## src/design/tmv_pkg.sv

```systemverilog
// Shared types and constants for the triple-modular message voter.
// No dependencies; imported by every module of the voter.
package tmv_pkg;

  localparam int CHANNELS  = 8;
  localparam int MSG_BYTES = 8;
  localparam int REPLICAS  = 3;
  localparam int CH_W      = 3;
  localparam int QDEPTH    = 2;

  localparam logic [1:0] KIND_SEND  = 2'd0;
  localparam logic [1:0] KIND_FWD   = 2'd1;
  localparam logic [1:0] KIND_ALERT = 2'd2;

  typedef struct packed {
    logic [1:0]  replica;
    logic [2:0]  channel;
    logic [63:0] word;
    logic [3:0]  bytes;
  } item_t;

  typedef struct packed {
    logic [2:0]  channel;
    logic [63:0] word;
    logic [3:0]  bytes;
    logic [1:0]  kind;
    logic        mismatch;
    logic        restart_valid;
    logic [1:0]  restart_replica;
    logic        last;
  } result_t;

  function automatic logic [63:0] byte_mask(input logic [3:0] len);
    logic [63:0] m;
    m = '0;
    for (int i = 0; i < 8; i++) begin
      if (4'(i) < len) m[i*8 +: 8] = 8'hff;
    end
    return m;
  endfunction

endpackage

```

## src/design/tmv_front.sv

```systemverilog
// Front end of the voter: accepts input words, drops invalid ones, clamps
// the length and pushes classified items into a two-entry queue. Uses tmv_pkg.
module tmv_front (
  input  logic           clk,
  input  logic           rst,
  input  logic [1:0]     nact,
  input  logic           valid,
  output logic           ready,
  input  tmv_pkg::item_t in_item,
  output logic           q_valid,
  input  logic           q_pop,
  output tmv_pkg::item_t q_item
);
  import tmv_pkg::*;

  item_t      q [QDEPTH];
  logic       wp, rp;
  logic [1:0] fill;
  logic       keep, push;
  item_t      cl;

  // Classify: clamp the length, mask the word, drop inactive replicas, bad channels and empty words
  always_comb begin
    cl = in_item;
    if (in_item.bytes > 4'(MSG_BYTES)) cl.bytes = 4'(MSG_BYTES);
    cl.word = in_item.word & byte_mask(cl.bytes);
    keep = (in_item.replica < nact) && (32'(in_item.channel) < CHANNELS)
           && (in_item.bytes != 4'd0);
  end

  assign ready   = (fill != 2'(QDEPTH));
  assign push    = valid && ready && keep;
  assign q_valid = (fill != 2'd0);
  assign q_item  = q[rp];

  // Advance queue pointers
  always_ff @(posedge clk) begin
    if (rst) begin
      wp <= 1'b0; rp <= 1'b0; fill <= 2'd0;
    end else begin
      if (push) wp <= ~wp;
      if (q_pop) rp <= ~rp;
      fill <= fill + 2'(push) - 2'(q_pop);
    end
  end

  always_ff @(posedge clk) begin
    if (push) q[wp] <= cl;
  end

  assert property (@(posedge clk) disable iff (rst) fill <= 2'(QDEPTH))
    else $error("queue overfilled");
  assert property (@(posedge clk) disable iff (rst) q_pop |-> q_valid)
    else $error("pop from empty queue");
  assert property (@(posedge clk) disable iff (rst)
    (fill == 2'd0 && !push) |=> fill == 2'd0)
    else $error("queue filled without push");
endmodule

```

## config.mk

```make
export PLATFORM = sky130hd
export DESIGN_NAME = tmv_front
export DESIGN_NICKNAME = d
export VERILOG_FILES = /design/src/design/tmv_pkg.sv /design/src/design/tmv_front.sv
export SDC_FILE = /design/constraint.sdc
export NUM_CORES = 1
export LEC_CHECK = 0
export BUFFER_PORTS_ARGS = -buffer_cell sky130_fd_sc_hd__buf_4
export CORE_MARGIN = 3
export CORE_UTILIZATION = 30
export CTS_BUF_LIST = sky130_fd_sc_hd__clkbuf_2 sky130_fd_sc_hd__clkbuf_4 sky130_fd_sc_hd__clkbuf_8
export DETAILED_ROUTE_END_ITERATION = 6
export GPL_ROUTABILITY_DRIVEN = 0
export GPL_TIMING_DRIVEN = 0
export PLACE_DENSITY = 0.62
export SLEW_MARGIN = 20
export SYNTH_ARGS = -nofsm -noshare
export SYNTH_HDL_FRONTEND = slang
export SYNTH_SLANG_ARGS = --single-unit
```

## constraint.sdc

```tcl
create_clock -name clk -period 5.3 [get_ports clk]
set_clock_uncertainty 0.15 [all_clocks]
set_input_delay 0.265 -clock clk [delete_from_list [all_inputs] [get_ports clk]]
set_output_delay 0.265 -clock clk [all_outputs]
set_load 0.005 [all_outputs]
```

==> results.cfg <==
[outcome]
outcome = complete, no violations

[synth]
syn_area_um2 = 6030
synth_cell_types = 26
yosys_most_used_dff = edfxtp_1
synth_area_per_cell_um2 = 18.0
yosysSeqAreaShare_pct = 74.4
yosysWarnings = 0
synth_nets = 416
synth_edf_count = 146
syn_inst = 334
synth-seq-cells = 151
async_reset_ff_share_pct = 0

[routing]
ant_nets = 0
dr.pass1.iters = 4
wire_per_inst_um = 16.1
remaining_drc_errors = 0
via_per_inst = 4.27
num_vias = 3534
wirelength_um = 13300
drt-initial-drc-count = 108

[final_layout]
fillers = 1767
drive_above_1_share_pct = 49.2
syn_to_final_growth_pct = 39.7
final_cell_area_um2 = 8420
antennaDiodeCount = 0
layout.nets = 634
final_cell_mix = buf_4 (152), edfxtp_1 (146), mux2_2 (73), nor2b_1 (46), dlygate4sd3_1 (42)
final_common_cell = buf_4

[place]
numPortBuffers = 151
hpwl_um = 9000
postPlaceCellArea_um2 = 7640

[hold_path]
worstHoldStart = in_item[43]
worstHoldEndpoint = q[1][43]
hold_class = input pin to register
holdPathStages = 2

[cts]
cts.path.max_buffers = 2
tritoncts = done
cts_sinks = 151
path_clk_slew_ns = 0.08
cts_buffers = 17
root_buffer = clkbuf_8
htree_levels = 4
post_cts_buffers = 0
clk_latency_ns = 0.43
ctsResizeCount = 0
cts_hold_buf = 41

[worst_setup_path]
slowest_delay_ns = 0.55
critPathLaunchType = register
reg2reg_depth = 5
worst_ep_arrival_time_ns = 2.23
crit_fanout = 10
rr_endpoint = q[0][57]
crit_chain = clkbuf_1, buf_2, mux2_2, buf_4
slowest_stage = clkbuf_1
r2r_start = fill[0]
crit_required_ns = 4.89
critical_path_class = register to primary output
rrSetupSlack_ns = 3.31
end_kind = primary output

[global_routing]
gr-usage-all-layers_pct = 12.4
grt_max_degree = 26
grt_pass1_wl_um = 20600
grt-ovfl-total = 0
grt_pass1_vias = 3900
met1_usage_pct = 14.6
antenna_found_initial = 0
grt_use_met3_pct = 4.29
grtUsageMet2_pct = 21.2
top_usage_layer = met2

[floorplan]
coreArea_um2 = 19600
boundaryPins = 154
fp.dieW_um = 148
start_util_pct = 30.8
die_h_um = 148
rows = 51
dieArea_um2 = 21800

[sta]
fin_setup_tns_ns = 0
setup_viol = 0
drv_slew = 0
max_freq_mhz = 378
final.period_utilization_pct = 49.9
final.min_clock_period_ns = 2.65
tightestPinTransition_ns = 0.926
max-slew-margin-rel_pct = 38.2
hold_viol_final = 0
rsz0062_at_grt = no

[power]
peakVddDrop_uv = 202
p_per_area_nw_per_um2 = 315
p_leak_nw = 3.13

[job]
drv_cap = 0
-- sequential cells by signal, summed over array words and instances, names as in the netlist, named ones only --
| name | flops |
|---|---|
| fill | 2 |
| q | 146 |
| rp | 1 |
| wp | 1 |
-- cell type report --
| cell class | count | area, um2 | share of cell area (%) |
|---|---|---|---|
| inverter | 3 | 11.3 | 0.134 |
| buffer | 12 | 58.8 | 0.698 |
| sequential | 151 | 4480 | 53.2 |
| clock buffer | 18 | 241 | 2.87 |
| clock inverter | 12 | 106 | 1.26 |
| multi-input combinational | 168 | 1500 | 17.8 |
| tap | 265 | 332 | 3.94 |
| timing repair buffer | 199 | 1690 | 20.1 |
-- power breakdown --
| group | leakage [nW] | switching [mW] | total (mW) | internal (mW) |
|---|---|---|---|---|
| sequential | 1.39 | 0.0179 | 1.42 | 1.40 |
| clock | 0.172 | 0.427 | 0.797 | 0.370 |
| combinational | 1.57 | 0.187 | 0.438 | 0.252 |
-- cell families (layout without fill, tap and decap cells) --
logic type / count (synthesis) / in the layout / synth area share [%]
compound gates: 5 / 5 / 0.581
fa+ha+maj: 3 / 3 / 0.623
buf+inv: 15 / 244 / 1.16
flops: 151 / 151 / 74.4
mux: 74 / 74 / 13.9
xor+xnor: 3 / 3 / 0.436
simple gates: 83 / 83 / 8.91
-- through the flow --
| stage | setup WS, ns | std cells | power [mW] | utilization (%) | hold WS (ns) |
|---|---|---|---|---|---|
| 2_1_floorplan | 0.700 | 334 | 1.64 | - | 0.187 |
| 3_3_place_gp | -1.28 | 750 | 1.85 | 38.2 | 0.301 |
| 3_5_place_dp | 2.93 | 756 | 1.86 | 39.0 | 0.305 |
| 4_1_cts | 2.51 | 827 | 2.69 | 42.9 | 0.00101 |
| 5_1_grt | 2.46 | 828 | 2.78 | 43.0 | 0.000127 |
| 6_report | 2.65 | 828 | 2.65 | 43.0 | 0.0342 |
-- layer usage --
layer | up-vias | part of all wire [%] | routed length [um]
met5 | - | 0 | 0
met4 | 0 | 1.5 | 204
met3 | 12 | 6.0 | 807
met2 | 107 | 50 | 6620
met1 | 1734 | 43 | 5710
li1 | 1681 | - | -
-- critical path: cells and delay by family (launching register included) --
kind / cells / cell delay [ns]
buffers and inverters: 3 / 1.10
flip-flops: 1 / 0.31
multiplexers: 1 / 0.39
-- worst max path at each step --
| stage | start | endpoint | slack [ns] |
|---|---|---|---|
| after floorplan | nact[1] | q[0][0] | 0.70 |
| after global placement | in_item[72] | q[1][33] | -1.28 |
| after detailed placement | in_item[1] | fill[1] | 2.93 |
| after CTS | register | q_item[68] | 2.51 |
| after global routing | register | q_item[68] | 2.46 |
| final | register | q_item[43] | 2.65 |
-- Yosys cell counts, types with 3 or more instances --
master      n  area, um2
edfxtp_1  146       4380
ha_1        3       37.5
and2b_1    14        105
inv_1       3       11.3
and2_1      8       50.1
buf_2       7       35.0
dfxtp_1     5        100
nor2_1      9       33.8
clkbuf_1    3       11.3
nor2b_1    46        288
mux2_2     73        822
Note: power is estimated with default switching activity, not from simulation.
